--- config.mk ---
export PLATFORM = sky130hd
export DESIGN_NAME = lpht_fifo
export DESIGN_NICKNAME = d
export VERILOG_FILES = /design/src/rtl/lpht_pkg.sv /design/src/rtl/lpht_fifo.sv
export SDC_FILE = /design/constraint.sdc
export NUM_CORES = 1
export LEC_CHECK = 0
export BUFFER_PORTS_ARGS = -buffer_cell sky130_fd_sc_hd__buf_4
export CORE_UTILIZATION = 30
export CTS_CLUSTER_SIZE = 25
export DETAILED_ROUTE_END_ITERATION = 8
export PLACE_DENSITY = 0.58
export REMOVE_ABC_BUFFERS = 1
export SETUP_SLACK_MARGIN = 0.5
export SLEW_MARGIN = 20
export SYNTH_ARGS = -nofsm -noshare
export SYNTH_HDL_FRONTEND = slang
export SYNTH_SLANG_ARGS = --single-unit
--- constraint.sdc ---
create_clock -name clk -period 11.79 [get_ports clk]
set_clock_uncertainty 0.1 [all_clocks]
set_input_delay 2.358 -clock clk [delete_from_list [all_inputs] [get_ports clk]]
set_output_delay 2.358 -clock clk [all_outputs]
set_load 0.005 [all_outputs]
--- src/rtl/lpht_pkg.sv ---
`default_nettype none
package lpht_pkg;
    localparam int unsigned KEY_W = 64;
    localparam int unsigned PAY_W = 64;
    localparam int unsigned LEN_W = 4;

    typedef enum logic [1:0] {
        REQ_LOOKUP = 2'd0,
        REQ_INSERT = 2'd1,
        REQ_CLEAR  = 2'd2,
        REQ_NONE   = 2'd3
    } req_t;

    typedef enum logic [1:0] {
        ST_OK   = 2'd0,
        ST_MISS = 2'd1,
        ST_DUP  = 2'd2,
        ST_FULL = 2'd3
    } status_t;

    localparam logic [31:0] HP1 = 32'h9E3779B1;
    localparam logic [31:0] HP2 = 32'h85EBCA77;
    localparam logic [31:0] HP3 = 32'hC2B2AE3D;
    localparam logic [31:0] HP4 = 32'h27D4EB2F;
    localparam logic [31:0] HP5 = 32'h165667B1;

    // classified request handed from front to back
    typedef struct packed {
        req_t              req;
        logic [KEY_W-1:0]  key;
        logic [LEN_W-1:0]  len;
        logic [PAY_W-1:0]  payload;
        logic [31:0]       hash;
    } job_t;

    function automatic logic [31:0] rotl32(input logic [31:0] v, input int unsigned r);
        rotl32 = (v << r) | (v >> (32 - r));
    endfunction
endpackage
`default_nettype wire

--- src/rtl/lpht_fifo.sv ---
`default_nettype none
module lpht_fifo
    import lpht_pkg::*;
(
    input  wire logic clk,
    input  wire logic rst_n,
    input  job_t      in_job,
    input  wire logic in_valid,
    output logic      in_ready,
    output job_t      out_job,
    output logic      out_valid,
    input  wire logic out_ready
);
    // two-entry queue
    job_t       mem_reg [2];
    logic       wp_reg, rp_reg;
    logic [1:0] cnt_reg;
    logic       push, pop;

    assign in_ready  = (cnt_reg != 2'd2);
    assign out_valid = (cnt_reg != 2'd0);
    assign out_job   = mem_reg[rp_reg];
    assign push = in_valid && in_ready;
    assign pop  = out_valid && out_ready;

    always_ff @(posedge clk)
    begin
        if (push) mem_reg[wp_reg] <= in_job;
    end

    always_ff @(posedge clk or negedge rst_n)
    begin
        if (!rst_n)
        begin
            wp_reg  <= 1'b0;
            rp_reg  <= 1'b0;
            cnt_reg <= '0;
        end
        else
        begin
            if (push) wp_reg <= ~wp_reg;
            if (pop)  rp_reg <= ~rp_reg;
            cnt_reg <= cnt_reg + {1'b0, push} - {1'b0, pop};
        end
    end

`ifndef SYNTH
    a_cnt: assert property (@(posedge clk) disable iff (!rst_n)
        cnt_reg != 2'd3) else $error("queue overflow");
    a_ptr: assert property (@(posedge clk) disable iff (!rst_n)
        (cnt_reg == 2'd0 || cnt_reg == 2'd2) |-> wp_reg == rp_reg) else $error("pointer slip");
    a_push_pop: assert property (@(posedge clk) disable iff (!rst_n)
        push && !pop && cnt_reg == 2'd1 |=> cnt_reg == 2'd2) else $error("count slip");
`endif
endmodule
`default_nettype wire

After elaboration in Yosys (flattened, before gate mapping)

Memory sizes are Yosys's and may differ from the RTL's.
Cells that the tools add are included.

Register bits: 4
Bits in writable memories: 332
Input bits: 170
Word-level logic and storage cells: 14
Memories: 1

Memories:

| name    | words | width | rd ports | clocked after Yosys merged registers in | write ports | line            | RTL |
|---|---|---|---|---|---|---|---|
| mem_reg | 2     | 166   | 1        | 0                                       | 1           | lpht_fifo.sv:15 | `job_t mem_reg [2];` |

Add/subtract/negate cells: 2
Eq/ne operators: 1
Mux-type cells: 2
Bitwise gates (word level): 2
Reductions and logical operators: 3

Operators by type and width:

| kind                                          | count |
|---|---|
| adder 2 x 1 -> 2 bit                          | 1 |
| logical AND 1 bit                             | 2 |
| 2-to-1 mux 1 bit                              | 2 |
| inequality test 2 bit (second input constant) | 1 |
| NOT 1 bit                                     | 2 |
| nonzero test 2 bit                            | 1 |
| subtractor 2 x 1 -> 2 bit                     | 1 |

Longest topological paths before layout

Gate-level depths: netlist (run 1).

Word-level depth: 4
Gate-level depth with buffers: 7

Worst setup path after synthesis (run 1)

OpenSTA, ideal clock, no wires.

Path kind: input-to-reg
From: in in_valid
To: mem mem_reg[0][0] (netlist name), enable pin
Data arrival time: 9339 ps
Data required time: 10996 ps
Path slack: 1657 ps
Stages: 2
Cell sequence: nand2_1 > nor2_1

Cells in the longest elaborated chain, start to end: 3

RTL lines:

| what                                   | line            | RTL |
|---|---|---|
| start, declared                        | lpht_fifo.sv:8  | `input wire logic in_valid,` |
| logical AND 1 bit                      | lpht_fifo.sv:23 | `assign push = in_valid && in_ready;` |
| 2-to-1 mux 1 bit                       | lpht_fifo.sv:28 | `if (push) mem_reg[wp_reg] <= in_job;` |
| 2-to-1 mux 1 bit (not written as such) | lpht_fifo.sv:28 |  |
| end, declared                          | lpht_fifo.sv:15 |  |

No other way between the ends.

==> impl_metrics.yaml, run 1 <==
run_status:
  outcome: "completed"
clock_tree:
  htree_levels: 2
  post_cts_buffers: 0
  cts_tree: "built"
  clock-sinks: 336
  clk_pin_slew_ps: 60
  cts_made_buffers: 36
  clockBufferDepth: 3
  cts_resized: 0
  clk_latency_ps: 520
  clock-root-buffer: "clkbuf_16"
  cts-hold-fix-buffers: 0
global_route:
  gr-total-overflow: 0
  grt_max_degree: 69
  antenna_found_initial: 0
  use_met2: 0.199
  grt.met3_usage: 0.0472
  grt_most_used_layer: "met2"
  use_met1: 0.148
  grt_usage: 0.122
  grt_pass1_vias: 6666
  grt_pass1_wl_um: 39800
final_layout:
  area_delta_synth_final_pct: 32.5
  fin_util: 0.403
  final_nets: 1071
  largest_reg_flops: 332
  antenna_cells: 0
  drive_gt1_frac: 0.607
  fillers: 3811
synthesis:
  yosysTopAreaCellShare: 0.784
  syn_inst: 534
  synth-async-reset-ratio: 0.0119
  synth_largest_area_cell: "edfxtp_1"
  ys_types: 16
  synth_edf_count: 332
  yosys-top-cells-count: "edfxtp_1, mux2_4, mux2_2"
  avgSynthCellArea_um2: 23.8
  synth_area_um2: 12700
  yosysMostFrequentCell: "edfxtp_1"
  ys_seq_area_frac: 0.792
  synth.area.top_cells: "edfxtp_1, mux2_4, mux2_2"
  ys_warn_count: 0
  synth_flop_cell: "edfxtp_1"
  ys_ff_latch: 336
critical_path:
  crit_arrival_ps: 3550
  path_depth: 4
  crit_chain: "buf_4 > buf_4 > mux2_2 > buf_4"
  startpoint_type: "flip-flop"
  cpPeakStageDelay_ps: 910
  path_buf_inv: 3
  critPathLaunch: "rp_reg$_DFFE_PN0P_"
  reg2reg_from: "cnt_reg[1]$_DFF_PN0_"
  path_class: "flip-flop to primary output"
  end_kind: "primary output"
  cp_max_fo: 44
  slowest_stage: "dfrtp_4"
  worst_path_most_repeated_cell: "buf_4"
  crit_family: "buffers and inverters"
  ff2ff_path_depth: 4
  reg2reg_slack_ps: 8920
  crit_required_ps: 9330
  worstSetupEndpoint: "out_job[158]"
  timing.rr.end: "mem_reg[1][13]$_DFFE_PP_"
power_and_ir_drop:
  p_sw_mw: 1.08
  power.total_mw: 4.06
  internal_power_mw: 2.98
  sequentialPowerShare: 0.427
  power_density_nw_per_um2: 241
  max-vdd-ir-drop_mv: 0.117
  p_leak_nw: 6.56
  p_clk_frac: 0.252
  comb_power_share: 0.321
  swShare: 0.266
routing:
  wl_per_cell_um: 18.4
  drtIter0Drc: 244
  dr.pass1.iters: 4
  num_vias: 6177
  routed_wl_um: 26800
  ant_nets: 0
  drt-vias-per-instance: 4.23
  drc_errors: 0
place:
  gp_congestion: 0.721
  place_hpwl_um: 18100
  port_buffers: 337
job:
  cap_violations: 0
sta:
  fmax_ghz: 0.166
  worst_slew_pin_slew_ps: 1010
  setup_viol: 0
  slew_headroom: 0.329
  fin_crit_sh: 0.510
  grt_setup_unrepaired: "no"
  tns_ps: 0
  maxSlewViolCount: 0
  hold_viol: 0
  period_needed_ps: 6010
floorplanning:
  die_w_um: 208
  core_um2: 41900
  start_util: 0.304
  die_h_um: 208
  ios: 338
  rows: 75
  die_area_um2: 43200
worst_hold_path:
  worstHoldPathCells: 1
  min_path_type: "flip-flop to flip-flop"
[worst reg2reg max path, delay by kind of cell (launching register included)]
family	cells	cell delay (ps)
buffers and inverters	2	1200
DFF	1	410
and+or+nand+nor	2	730
[cells by family (layout without fill, tap and decap cells)]
family                     after synthesis  after routing  synth area share
and+or+nand+nor                          6              6           0.00256
buffers and inverters                   20            407            0.0156
adders and majority gates                2              2           0.00197
muxes                                  166            166             0.185
xor gates and xnor gates                 4              4           0.00276
DFF                                    336            336             0.792
[placed cells by master, fill, tap and decap left out]
master / n
nand2_1: 1
edfxtp_1: 332
inv_1: 1
xor2_1: 1
ha_1: 2
xnor2_1: 3
and2_1: 1
nor2_4: 1
or2_2: 1
bufinv_16: 1
nand2b_1: 1
buf_4: 346
clkinv_1: 7
dfrtp_1: 3
clkinv_2: 5
dfrtp_4: 1
mux2_2: 36
clkbuf_1: 10
mux2_4: 130
clkbuf_16: 37
and3_4: 1
[how the worst min path moves through the flow]
stage | end | from | slack [ps]
after global placement | cnt_reg[0]$_DFF_PN0_ | cnt_reg[0]$_DFF_PN0_ | 400
after CTS | cnt_reg[0]$_DFF_PN0_ | cnt_reg[0]$_DFF_PN0_ | 420
after floorplan | wp_reg$_DFFE_PN0N_ | wp_reg$_DFFE_PN0N_ | 360
after detailed placement | cnt_reg[0]$_DFF_PN0_ | cnt_reg[0]$_DFF_PN0_ | 410
final | cnt_reg[0]$_DFF_PN0_ | cnt_reg[0]$_DFF_PN0_ | 420
after global routing | cnt_reg[0]$_DFF_PN0_ | cnt_reg[0]$_DFF_PN0_ | 450
[through the flow]
| step | setup WS [ps] | cell area (um^2) | instances | hold WS (ps) |
|---|---|---|---|---|
| floorplan | 1660 | 12500 | 515 | 361 |
| global placement | 6290 | 15800 | 1400 | 396 |
| detailed placement | 6260 | 15800 | 1400 | 407 |
| CTS | 5660 | 16900 | 1460 | 420 |
| global route | 5560 | 16900 | 1460 | 451 |
| finish | 5780 | 16900 | 1460 | 417 |
[power groups by stage]
stage | combinational (mW) | clock [mW] | sequential (mW)
2_1_floorplan | 0.814 | 0 | 1.88
3_3_place_gp | 1.32 | 0 | 1.76
3_5_place_dp | 1.33 | 0 | 1.77
4_1_cts | 1.34 | 1.06 | 1.74
5_1_grt | 1.39 | 1.11 | 1.76
6_report | 1.30 | 1.02 | 1.74
[final cells by class]
class	instances	area (um^2)	share of cell area
multi-input cells	178	2460	0.146
clock inverters	13	81.3	0.00482
flip-flops and latches	336	10100	0.598
well taps	539	674	0.0400
repair buffers	346	2600	0.154
clock buffers	47	963	0.0572
inverters	1	3.75	0.000223
[layer usage]
layer  share of wire  vias up
met5               0        -
met4           0.020        0
met2            0.48      217
met1            0.42     3066
met3           0.077       41
li1                -     2853
No activity file was read; power rests on OpenSTA's default activity.
==> inputs of run 2 (changes only) <==
--- a/config.mk
+++ b/config.mk
@@ -9,7 +9,7 @@
 export CORE_UTILIZATION = 30
 export CTS_CLUSTER_SIZE = 25
 export DETAILED_ROUTE_END_ITERATION = 8
-export PLACE_DENSITY = 0.58
+export PLACE_DENSITY = 0.6
 export REMOVE_ABC_BUFFERS = 1
 export SETUP_SLACK_MARGIN = 0.5
 export SLEW_MARGIN = 20
==> constraint.sdc (replaced) <==
create_clock -name clk -period 5.4 [get_ports clk]
set_clock_uncertainty 0.1 [all_clocks]
set_input_delay 1.08 -clock clk [delete_from_list [all_inputs] [get_ports clk]]
set_output_delay 1.08 -clock clk [all_outputs]
set_load 0.005 [all_outputs]
==> impl_metrics.yaml, run 2 (synthesized netlist as in run 1, its figures left out) <==
final_layout:
  fillers: 3748
  final_cell_mix: "buf_4, edfxtp_1, mux2_4"
  fin_util: 0.408
  final_common_cell: "buf_4"
  antenna_cells: 0
  final_nets: 1072
  seq_area_um2: 10100
  area_delta_synth_final_pct: 34.3
  largest_reg_flops: 332
  multi_input_area_um2: 2460
  drive_gt1_frac: 0.611
critical_path:
  crit_arrival_ps: 2540
  cpPeakStageDelay_ps: 1010
  crit_chain: "buf_12 > mux2_2 > buf_4"
  end_kind: "primary output"
  cp_max_fo: 48
  startpoint_type: "flip-flop"
  path_class: "flip-flop to primary output"
  ff2ff_path_depth: 3
  slowest_stage: "dfrtp_4"
  crit_required_ps: 4220
sta:
  worst_slew_pin_slew_ps: 1110
  maxSlewViolCount: 0
  fin_crit_sh: 0.688
  hold_viol: 0
  setup_viol: 0
  slew_headroom: 0.262
  period_needed_ps: 3720
  fmax_ghz: 0.269
  grt_setup_unrepaired: "no"
place:
  place_hpwl_um: 16600
  gp_congestion: 0.716
  port_buffers: 337
clock_tree:
  cts_made_buffers: 39
  post_cts_buffers: 0
  cts_tree: "built"
  clock-sinks: 336
  clk_pin_slew_ps: 50
  clk_latency_ps: 540
  clock-root-buffer: "clkbuf_16"
  cts-hold-fix-buffers: 0
  htree_levels: 2
  clockBufferDepth: 3
  cts_resized: 0
power_and_ir_drop:
  power.total_mw: 9.17
  sequentialPowerShare: 0.414
  swShare: 0.265
  internal_power_mw: 6.75
  comb_power_share: 0.312
  p_leak_nw: 6.66
  max-vdd-ir-drop_mv: 0.365
  power_density_nw_per_um2: 537
  p_clk_frac: 0.274
  p_sw_mw: 2.43
floorplanning:
  die_h_um: 208
  die_w_um: 208
  start_util: 0.304
  ios: 338
  die_area_um2: 43200
  rows: 75
  core_um2: 41900
routing:
  routed_wl_um: 26100
  drc_errors: 0
  wl_per_cell_um: 17.8
  dr.pass1.iters: 4
  drtIter0Drc: 263
  drt-vias-per-instance: 4.22
  ant_nets: 0
  num_vias: 6197
global_route:
  grt_pass1_wl_um: 38700
  grt_usage: 0.119
  antenna_found_initial: 1
  gr-total-overflow: 0
  grt_pass1_vias: 6562
  grt_max_degree: 167
run_status:
  outcome: "completed"
worst_hold_path:
  min_path_type: "input port to async pin"
job:
  cap_violations: 0
## run 2: per-stage QoR
step / worst slack [ps] / std cells / setup TNS (ps) / instance area (um^2) / hold slack (ps)
after global routing: 1550 / 1469 / 0 / 17100 / 184
after CTS: 1570 / 1469 / 0 / 17100 / 176
after detailed placement: 2190 / 1398 / 0 / 15900 / 412
after global placement: 2200 / 1398 / 0 / 15900 / 396
final: 1680 / 1469 / 0 / 17100 / 227
after floorplan: -3460 / 515 / -890410 / 12500 / 361
## run 2: layout make-up
type                    instances  share of cell area
well taps                     539              0.0395
clock inverters                25              0.0119
clock buffers                  46              0.0599
inverters                       1            0.000220
flip-flops and latches        336               0.590
repair buffers                344               0.155
multi-input cells             178               0.144
## run 2: power by group through the flow
stage | registers (mW) | clock network (mW) | logic (mW)
after detailed placement | 3.87 | 0 | 2.93
after floorplan | 4.09 | 0 | 1.78
after global placement | 3.84 | 0 | 2.93
after global routing | 3.86 | 2.70 | 3.06
final | 3.80 | 2.51 | 2.87
after CTS | 3.81 | 2.60 | 2.94
## run 2: final timing paths
check | end | slack (ps) | from
max reg2reg | mem_reg[1][74]$_DFFE_PP_ | 3070 | cnt_reg[1]$_DFF_PN0_
min reg2reg | cnt_reg[0]$_DFF_PN0_ | 420 | cnt_reg[0]$_DFF_PN0_
max in group asynchronous | rp_reg$_DFFE_PN0P_ | 4860 | rst_n
min | rp_reg$_DFFE_PN0P_ | 230 | rst_n
max | out_job[161] | 1680 | rp_reg$_DFFE_PN0P_
min in group clk | cnt_reg[0]$_DFF_PN0_ | 420 | cnt_reg[0]$_DFF_PN0_
## run 2: critical path: cells and delay by family, from the launching register on
kind | cells | cell delay, ps
flip-flops | 1 | 1010
buffers and inverters | 2 | 510
multiplexers | 1 | 380
## run 2: routing by layer
| layer | wire (um) | share of wire | global-route usage |
|---|---|---|---|
| met5 | 17 | 0.00065 | 0 |
| met4 | 857 | 0.033 | 0.0610 |
| met1 | 10600 | 0.41 | 0.140 |
| met3 | 1970 | 0.076 | 0.0406 |
| met2 | 12700 | 0.49 | 0.193 |
