**config.mk**
```make
export PLATFORM = sky130hd
export DESIGN_NAME = lpht_front_flat
export DESIGN_NICKNAME = d
export VERILOG_FILES = /design/src/rtl/lpht_pkg.sv /design/src/rtl/lpht_if.sv /design/src/rtl/lpht_front.sv /design/src/flat_wrapper.sv
export SDC_FILE = /design/constraint.sdc
export NUM_CORES = 2
export LEC_CHECK = 0
export BUFFER_PORTS_ARGS = -buffer_cell sky130_fd_sc_hd__clkbuf_2
export CELL_PAD_IN_SITES_DETAIL_PLACEMENT = 1
export CELL_PAD_IN_SITES_GLOBAL_PLACEMENT = 2
export CORE_ASPECT_RATIO = 1.5
export CORE_MARGIN = 10
export CORE_UTILIZATION = 23
export DETAILED_ROUTE_END_ITERATION = 10
export HOLD_SLACK_MARGIN = 0.08
export PLACE_DENSITY_LB_ADDON = 0.3
export SLEW_MARGIN = 20
export SYNTH_ARGS = -nofsm -noshare
export SYNTH_HDL_FRONTEND = slang
export SYNTH_SLANG_ARGS = --single-unit
```
**constraint.sdc**
```tcl
create_clock -name clk -period 15 [get_ports clk]
set_input_delay 3 -clock clk [delete_from_list [all_inputs] [get_ports clk]]
set_output_delay 3 -clock clk [all_outputs]
set_load 0.01 [all_outputs]
```
**src/rtl/lpht_pkg.sv**
```systemverilog
`default_nettype none
package lpht_pkg;
    localparam int unsigned KEY_W = 64;
    localparam int unsigned PAY_W = 64;
    localparam int unsigned LEN_W = 4;

    typedef enum logic [1:0] {
        REQ_LOOKUP = 2'd0,
        REQ_INSERT = 2'd1,
        REQ_CLEAR  = 2'd2,
        REQ_NONE   = 2'd3
    } req_t;

    typedef enum logic [1:0] {
        ST_OK   = 2'd0,
        ST_MISS = 2'd1,
        ST_DUP  = 2'd2,
        ST_FULL = 2'd3
    } status_t;

    localparam logic [31:0] HP1 = 32'h9E3779B1;
    localparam logic [31:0] HP2 = 32'h85EBCA77;
    localparam logic [31:0] HP3 = 32'hC2B2AE3D;
    localparam logic [31:0] HP4 = 32'h27D4EB2F;
    localparam logic [31:0] HP5 = 32'h165667B1;

    // classified request handed from front to back
    typedef struct packed {
        req_t              req;
        logic [KEY_W-1:0]  key;
        logic [LEN_W-1:0]  len;
        logic [PAY_W-1:0]  payload;
        logic [31:0]       hash;
    } job_t;

    function automatic logic [31:0] rotl32(input logic [31:0] v, input int unsigned r);
        rotl32 = (v << r) | (v >> (32 - r));
    endfunction
endpackage
`default_nettype wire

```
**src/rtl/lpht_if.sv**
```systemverilog
`default_nettype none
interface lpht_req_if;
    import lpht_pkg::*;
    logic             valid;
    logic             ready;
    logic [1:0]       req_type;
    logic [KEY_W-1:0] key_bytes;
    logic [LEN_W-1:0] key_len;
    logic [PAY_W-1:0] entry_payload;
    modport source (output valid, req_type, key_bytes, key_len, entry_payload, input ready);
    modport sink (input valid, req_type, key_bytes, key_len, entry_payload, output ready);
endinterface

`default_nettype wire

```
**src/rtl/lpht_front.sv**
```systemverilog
`default_nettype none
module lpht_front
    import lpht_pkg::*;
#(
    parameter int unsigned KEY_BYTES = 8
) (
    input  wire logic clk,
    input  wire logic rst_n,
    lpht_req_if.sink  req,
    output job_t      job,
    output logic      job_valid,
    input  wire logic job_ready
);
    localparam int unsigned MAXLEN = (KEY_BYTES < 8) ? KEY_BYTES : 8;

    typedef enum logic [2:0] {
        F_IDLE, F_WORD, F_BYTE, F_AV1, F_AV2, F_AV3, F_AV4, F_OUT
    } fstate_t;

    fstate_t          state_reg;
    job_t             job_reg;
    logic [31:0]      h_reg, h_next;
    logic [31:0]      t_reg, t_next;
    logic             half_reg;
    logic [LEN_W-1:0] pos_reg;
    logic [LEN_W-1:0] len_sat;
    logic [KEY_W-1:0] key_mask;
    logic [KEY_W-1:0] cur;
    logic [31:0]      w32;
    logic [7:0]       b8;

    // saturate length and mask key
    always_comb
    begin
        len_sat = (req.key_len > LEN_W'(MAXLEN)) ? LEN_W'(MAXLEN) : req.key_len;
        key_mask = '0;
        for (int i = 0; i < 8; i++)
        begin
            if (LEN_W'(i) < len_sat)
                key_mask[8*i +: 8] = 8'hFF;
        end
    end

    assign cur = job_reg.key >> {pos_reg, 3'b000};
    assign w32 = cur[31:0];
    assign b8  = cur[7:0];

    // one multiply per cycle: half_reg selects first or second product of a round
    always_comb
    begin
        h_next = h_reg;
        t_next = t_reg;
        case (state_reg)
            F_IDLE:
            begin
                if (req.valid) h_next = HP5 + {28'd0, len_sat};
            end
            F_WORD:
            begin
                if (!half_reg) t_next = h_reg + w32 * HP3;
                else           h_next = rotl32(t_reg, 17) * HP4;
            end
            F_BYTE:
            begin
                if (!half_reg) t_next = h_reg + {24'd0, b8} * HP5;
                else           h_next = rotl32(t_reg, 11) * HP1;
            end
            F_AV1: h_next = (h_reg ^ (h_reg >> 15)) * HP2;
            F_AV2: h_next = (h_reg ^ (h_reg >> 13)) * HP3;
            F_AV3: h_next = h_reg ^ (h_reg >> 16);
            default: ;
        endcase
    end

    assign req.ready = (state_reg == F_IDLE);
    assign job_valid = (state_reg == F_OUT);
    assign job       = job_reg;

    // hash sequencer
    always_ff @(posedge clk or negedge rst_n)
    begin
        if (!rst_n)
        begin
            state_reg <= F_IDLE;
            half_reg  <= 1'b0;
            pos_reg   <= '0;
        end
        else
        begin
            h_reg <= h_next;
            t_reg <= t_next;
            case (state_reg)
                F_IDLE:
                begin
                    if (req.valid)
                    begin
                        job_reg.req     <= req_t'(req.req_type);
                        job_reg.key     <= req.key_bytes & key_mask;
                        job_reg.len     <= len_sat;
                        job_reg.payload <= req.entry_payload;
                        pos_reg  <= '0;
                        half_reg <= 1'b0;
                        if (req.req_type == REQ_LOOKUP || req.req_type == REQ_INSERT)
                            state_reg <= (len_sat >= 4'd4) ? F_WORD
                                       : (len_sat != 4'd0) ? F_BYTE : F_AV1;
                        else
                        begin
                            job_reg.hash <= '0;
                            state_reg    <= F_OUT;
                        end
                    end
                end
                F_WORD, F_BYTE:
                begin
                    half_reg <= ~half_reg;
                    if (half_reg)
                    begin
                        if (state_reg == F_WORD)
                        begin
                            pos_reg <= pos_reg + 4'd4;
                            if (pos_reg + 4'd8 <= job_reg.len) state_reg <= F_WORD;
                            else if (pos_reg + 4'd4 < job_reg.len) state_reg <= F_BYTE;
                            else state_reg <= F_AV1;
                        end
                        else
                        begin
                            pos_reg <= pos_reg + 4'd1;
                            if (pos_reg + 4'd1 >= job_reg.len) state_reg <= F_AV1;
                        end
                    end
                end
                F_AV1: state_reg <= F_AV2;
                F_AV2: state_reg <= F_AV3;
                F_AV3: state_reg <= F_AV4;
                F_AV4:
                begin
                    job_reg.hash <= h_reg;
                    state_reg    <= F_OUT;
                end
                F_OUT:
                begin
                    if (job_ready) state_reg <= F_IDLE;
                end
                default: state_reg <= F_IDLE;
            endcase
        end
    end

`ifndef SYNTH
    a_ready_idle: assert property (@(posedge clk) disable iff (!rst_n)
        job_valid |-> !req.ready) else $error("front ready while holding job");
    a_len_sat: assert property (@(posedge clk) disable iff (!rst_n)
        job_valid |-> job_reg.len <= LEN_W'(MAXLEN)) else $error("length not saturated");
    a_job_hold: assert property (@(posedge clk) disable iff (!rst_n)
        job_valid && !job_ready |=> job_valid && $stable(job_reg)) else $error("job changed");
`endif
endmodule
`default_nettype wire

```
**src/flat_wrapper.sv**
```systemverilog
// flat-port wrapper written by rule: the top's interface ports become plain ports
module lpht_front_flat import lpht_pkg::*;
#(
    parameter int unsigned KEY_BYTES = 8
)
  (clk, rst_n, job, job_valid, job_ready, req_valid, req_req_type, req_key_bytes, req_key_len, req_entry_payload, req_ready);
  lpht_req_if req_i ();
  input  wire logic clk;
  input  wire logic rst_n;
  output job_t job;
  output logic job_valid;
  input  wire logic job_ready;
  input wire logic [$bits(req_i.valid)-1:0] req_valid;
  input wire logic [$bits(req_i.req_type)-1:0] req_req_type;
  input wire logic [$bits(req_i.key_bytes)-1:0] req_key_bytes;
  input wire logic [$bits(req_i.key_len)-1:0] req_key_len;
  input wire logic [$bits(req_i.entry_payload)-1:0] req_entry_payload;
  output wire logic [$bits(req_i.ready)-1:0] req_ready;
  assign req_i.valid = req_valid;
  assign req_i.req_type = req_req_type;
  assign req_i.key_bytes = req_key_bytes;
  assign req_i.key_len = req_key_len;
  assign req_i.entry_payload = req_entry_payload;
  assign req_ready = req_i.ready;
  lpht_front #(.KEY_BYTES(KEY_BYTES)) u_core (.clk(clk), .rst_n(rst_n), .req(req_i), .job(job), .job_valid(job_valid), .job_ready(job_ready));
endmodule
```
# Word level (Yosys, flattened, before mapping)
# Cells that the tools add are included.
# W data, S select, Z words.
[op_classes]
magnitude_cmp = 13
multipliers = 6
shifts = 1
n_eq_ne = 17
n_addsub = 6
n_bitwise = 7
reduce_logical = 16
n_mux = 36
[ops]
columns = ["cell", "n"]
rows = [
  ["$mux W32", 7],
  ["$pmux W32 S6", 1],
  ["$pmux W32 S2", 2],
  ["$add A32 B32 Y32", 2],
  ["$and A64 B64 Y64", 1],
  ["$mul A32 B31 Y32 const B", 2],
  ["$mul A32 B32 Y32 const B", 2],
  ["$mux W8", 8],
  ["$shr A64 B7 Y32", 1],
  ["$mul A32 B30 Y32 const B", 1],
  ["$mul A8 B29 Y32 const B", 1],
  ["$or A32 B11 Y32", 1],
  ["$or A32 B17 Y32", 1],
  ["$xor A32 B16 Y32", 1],
  ["$xor A32 B17 Y32", 1],
  ["$xor A32 B19 Y32", 1],
  ["$add A29 B4 Y30 const A", 1],
  ["$mux W3", 8],
  ["$pmux W3 S7", 1],
  ["$lt A3 B4 Y1 const A", 4],
  ["$mux W4", 4],
  ["$eq A3 B3 Y1 const B", 4],
  ["$reduce_and A4 Y1", 3],
  ["$lt A1 B4 Y1 const A", 2],
  ["29 further kinds", 42],
]
[totals]
wordCells = 112
reg_bits = 238
in_bits = 138
output_inout_bits = 168

# Logic depth before layout (Yosys ltp)
[depth]
word_depth = 8
ltp_mapped = 32
ltp_nobuf = 30

# Worst setup path before layout
# No wires, ideal clock.
[synth_path]
kind = "register to register"
startpoint = "register u_core.pos_reg[1]"
endpoint = "register u_core.t_reg[31], data pin"
path_slack_ns = 6.733
path_stages_with_launch = 30
setup_ns = 0.270
synth_period_minus_slack_ns = 8.267
t_arrival_ns = 7.996
path_cell_list = "dfrtp_1 -> buf_2 -> buf_1 -> clkbuf_1 -> mux2i_1 -> mux4_2 -> nor2_1 -> ha_1 -> inv_1 -> fa_1 -> inv_1 -> fa_1 -> inv_1 -> fa_1 -> inv_1 -> fa_1 -> ha_1 -> fa_1 -> fa_1 -> ha_1 -> and3_1 -> nand3_1 -> o21ai_0 -> a21oi_1 -> a41oi_1 -> a41oi_1 -> a21oi_1 -> a31oi_1 -> xnor2_1 -> mux2i_1"
[synth_via]
elab_chain_len = 5
[synth_lines]
columns = ["element", "line", "source"]
rows = [
  ["start: declaration", "lpht_front.sv:25", "logic [LEN_W-1:0] pos_reg;"],
  ["start signal: assignment", "lpht_front.sv:120", "pos_reg <= pos_reg + 4'd4;"],
  ["start signal: assignment", "lpht_front.sv:127", "pos_reg <= pos_reg + 4'd1;"],
  ["$shr A64 B7 Y32 (*)", "lpht_front.sv:44", "assign cur = job_reg.key >> {pos_reg, 3'b000};"],
  ["$mul A32 B31 Y32 / $mul A8 B29 Y32 (equally long branches)", "lpht_front.sv:60, lpht_front.sv:65", ""],
  ["$add A32 B32 Y32, on equally long branches", "lpht_front.sv:60, lpht_front.sv:65", ""],
  ["$mux W32, on equally long branches", "lpht_front.sv:60, lpht_front.sv:65", ""],
  ["$pmux W32 S2 (*)", "lpht_front.sv:53", "case (state_reg)"],
  ["net u_core.t_next[31]", "lpht_front.sv:23", "logic [31:0] t_reg, t_next;"],
  ["end signal: assignment", "lpht_front.sv:91", "t_reg <= t_next;"],
  ["end: declaration", "lpht_front.sv:23", ""],
]
# Mark *: on every way through the listed nets, which the timed path passes. The rest lies on a longest branch. The select of a mux whose other input is x is not followed.
# A chain may end at the register's enable or synchronous reset.

# Worst setup path in the final report
[layout_path]
startpoint = "register u_core.pos_reg[0]"
endpoint = "register u_core.t_reg[31], data pin"
# Same word-level chain as after synthesis.

==> key figures <==
Status
  • Status: completed

Logic synthesis
  • Main synth FF type: edfxtp_1
  • Gate Count Post-Synth: 5,966
  • Synthesized area: ~62,000 sq um
  • Seq/Total Area, Yosys: 11.5%
  • Async set-reset flop share out of synthesis: 3.36%
  • Synth Warn #: 0
  • Syn nets: roughly 8,300
  • Post-synthesis register bit count: 238
  • Synth unique cells: 71
  • EDFF count, synth: 230
  • Syn_area_per_cell: 10.3 sq um

Setup path
  • Crit path DAT: 10.58 ns
  • Worst r2r dst: u_core.t_reg[31]
  • Largest fanout on the critical path: 52
  • Slowest cell on the critical path: a41oi_1
  • Reg-to-Reg Start: u_core.pos_reg[0]
  • Nature of the critical path endpoint: flop
  • Critical Path Sink: u_core.t_reg[31]
  • Critical path required time: 15.32 ns
  • Setup crit start kind: flop
  • R2r setup slk: 4.74 ns
  • Reg2reg path depth: 28
  • CP Launch Point: u_core.pos_reg[0]
  • Worst setup path category: flop to flop
  • Slowest stage delay, CP: 0.87 ns

STA
  • Final period utilization: 68.4%
  • Fmax: 97.5 MHz
  • Max Slew Vio Count: 0
  • Setup TNS: 0 ns
  • Skew final: 0.0630 ns
  • Worst slew pin tran: 1.16 ns
  • RSZ-0062 raised after global routing: no
  • Final setup viols: 0
  • Hold Vio Cnt, Final: 0
  • Worst rel slew slack: 22.8%
  • Tmin final: 10.26 ns

Clock tree
  • CTS Root Cell: clkbuf_16
  • Post-CTS setup buffers: 0
  • Max H-tree Level: 1
  • CTS tree: done
  • Hold buffer count at CTS: 0
  • Num CTS Buffers: 28
  • CTS sink count: approximately 240
  • CTS clk-pin slew, worst paths: 0.07 ns
  • CTS max path bufs: 3
  • CTS resizes: 0
  • Clock Latency Late Sink: ~0.65 ns

Floorplanning
  • Die area: 289,000 sq um
  • IO Pins: 306
  • Initial Util: 23.1%
  • Core footprint: 266,000 sq um
  • Cell Rows: 232
  • Die Height: 653 um
  • Die width: 442 um

Placed design
  • PortBufs: slightly above 300
  • GPL Wtd Cong: 0.930
  • HPWL after detailed placement: about 240,000 um

Worst hold path
  • Hold Path Class: flop to flop

GRT
  • Vias in the first global route: around 52,000
  • Largest net degree at the start of global routing: 82
  • Total track usage: 18.5%
  • Total grt overflow: 0
  • Global-route wire length before repair: approximately 380,000 um
  • Initial antenna violation count: 9

Cells and area
  • Layout cell share with drive strength beyond 1: 8.35%
  • Most common cell after layout, fill and taps aside: inv_1
  • Most frequent cells in the layout: 1,832 x inv_1, 1,186 x fa_1, 1,008 x ha_1
  • P&R area growth vs syn: 12.1%
  • Layout Nets: 8,657
  • Max reg flops: 166

Detailed routing
  • Initial DRT Pass Iterations: 5
  • Routed vias/inst: 4.40
  • Drt total wl: 271,000 um
  • DRC viols: 0
  • Antenna viol nets, final: 0
  • Wirelength per Cell: 27.4 um
  • Initial DRC Count: roughly 1,800
  • Via count: 43,400

Flow run
  • MaxCap Viol Count: 0
==> synth_stat cells, drive strengths merged, types with 60 or more instances <==
master	number	area (sq um)
inv	1832	6880
fa	1186	23700
xor2	119	1040
a21oi	177	886
xnor2	234	2050
ha	1008	12600
nor2b	76	475
clkbuf	70	263
o21ai	126	631
nor2	142	533
edfxtp	230	6910
nand2	139	522
a21o	62	465
mux2i	60	601
==> worst max-delay path: cells and delay by family (launching register included) <==
kind	cells	cell delay [ns]
AO/OA/AOI/OAI	6	2.19
XOR/XNOR	1	0.15
adder cells (fa/ha/maj)	9	3.92
buffers and inverters	7	1.77
flip-flops	1	0.34
multiplexers	2	0.78
AND/OR/NAND/NOR	3	0.79
==> per-layer routing <==
layer  routed length, um  share of wire [%]  vias to the layer above  GRT usage (%)
met2              152000                 56                      909           37.2
met1               91100                 34                    22900           18.0
met4               19800                7.3                        6           10.9
li1                    -                  -                    19100              -
met3                8040                3.0                      385           1.88
met5                  33              0.012                        -              0
==> through the flow <==
stage               utilization (%)  setup slack, ns  cells  cell area (sq um)  hold WS [ns]
finish                         25.9             4.74   9858              69000         0.769
global route                   25.9             4.41   9857              69000         0.805
CTS                            25.9             4.82   9856              69000         0.759
detailed placement             25.5             4.85   9805              68000         0.749
global placement               25.5             5.00   9805              68000         0.749
floorplan                         -             6.73   5966              61500         0.649
==> area by class of cell <==
class | instances | area (sq um)
inverter | 1834 | 6880
clock buffer | 31 | 743
clock inverter | 20 | 235
fill | 30600 | 197000
sequential | 238 | 7110
multi-input combinational | 3812 | 47300
antenna | 2 | 5.00
timing repair buffer | 411 | 2320
tap | 3510 | 4390
==> how the worst min path moves through the flow <==
stage / cells past startpoint / startpoint / end / slack, ns
floorplan: 2 / u_core.pos_reg[1] / u_core.pos_reg[1] / 0.65
global placement: 2 / u_core.half_reg / u_core.pos_reg[0] / 0.75
detailed placement: 2 / u_core.half_reg / u_core.pos_reg[0] / 0.75
CTS: 2 / u_core.half_reg / u_core.pos_reg[0] / 0.76
global route: 2 / u_core.half_reg / u_core.pos_reg[0] / 0.80
finish: 2 / u_core.half_reg / u_core.pos_reg[0] / 0.77
==> cell families (layout without fill, tap and decap cells) <==
group / Yosys count / in the layout / synth area share, %
xor+xnor: 355 / 355 / 5.10
buf+inv: 1916 / 2296 / 11.7
simple gates: 562 / 562 / 4.47
mux: 82 / 82 / 1.65
fa+ha+maj: 2194 / 2194 / 59.1
other cells: 0 / 2 / 0
compound gates: 619 / 619 / 6.46
flops: 238 / 238 / 11.5
Power is left out: the tool's default activity adds up to more than one toggle a clock period on the data nets, which glitch-free logic cannot reach.
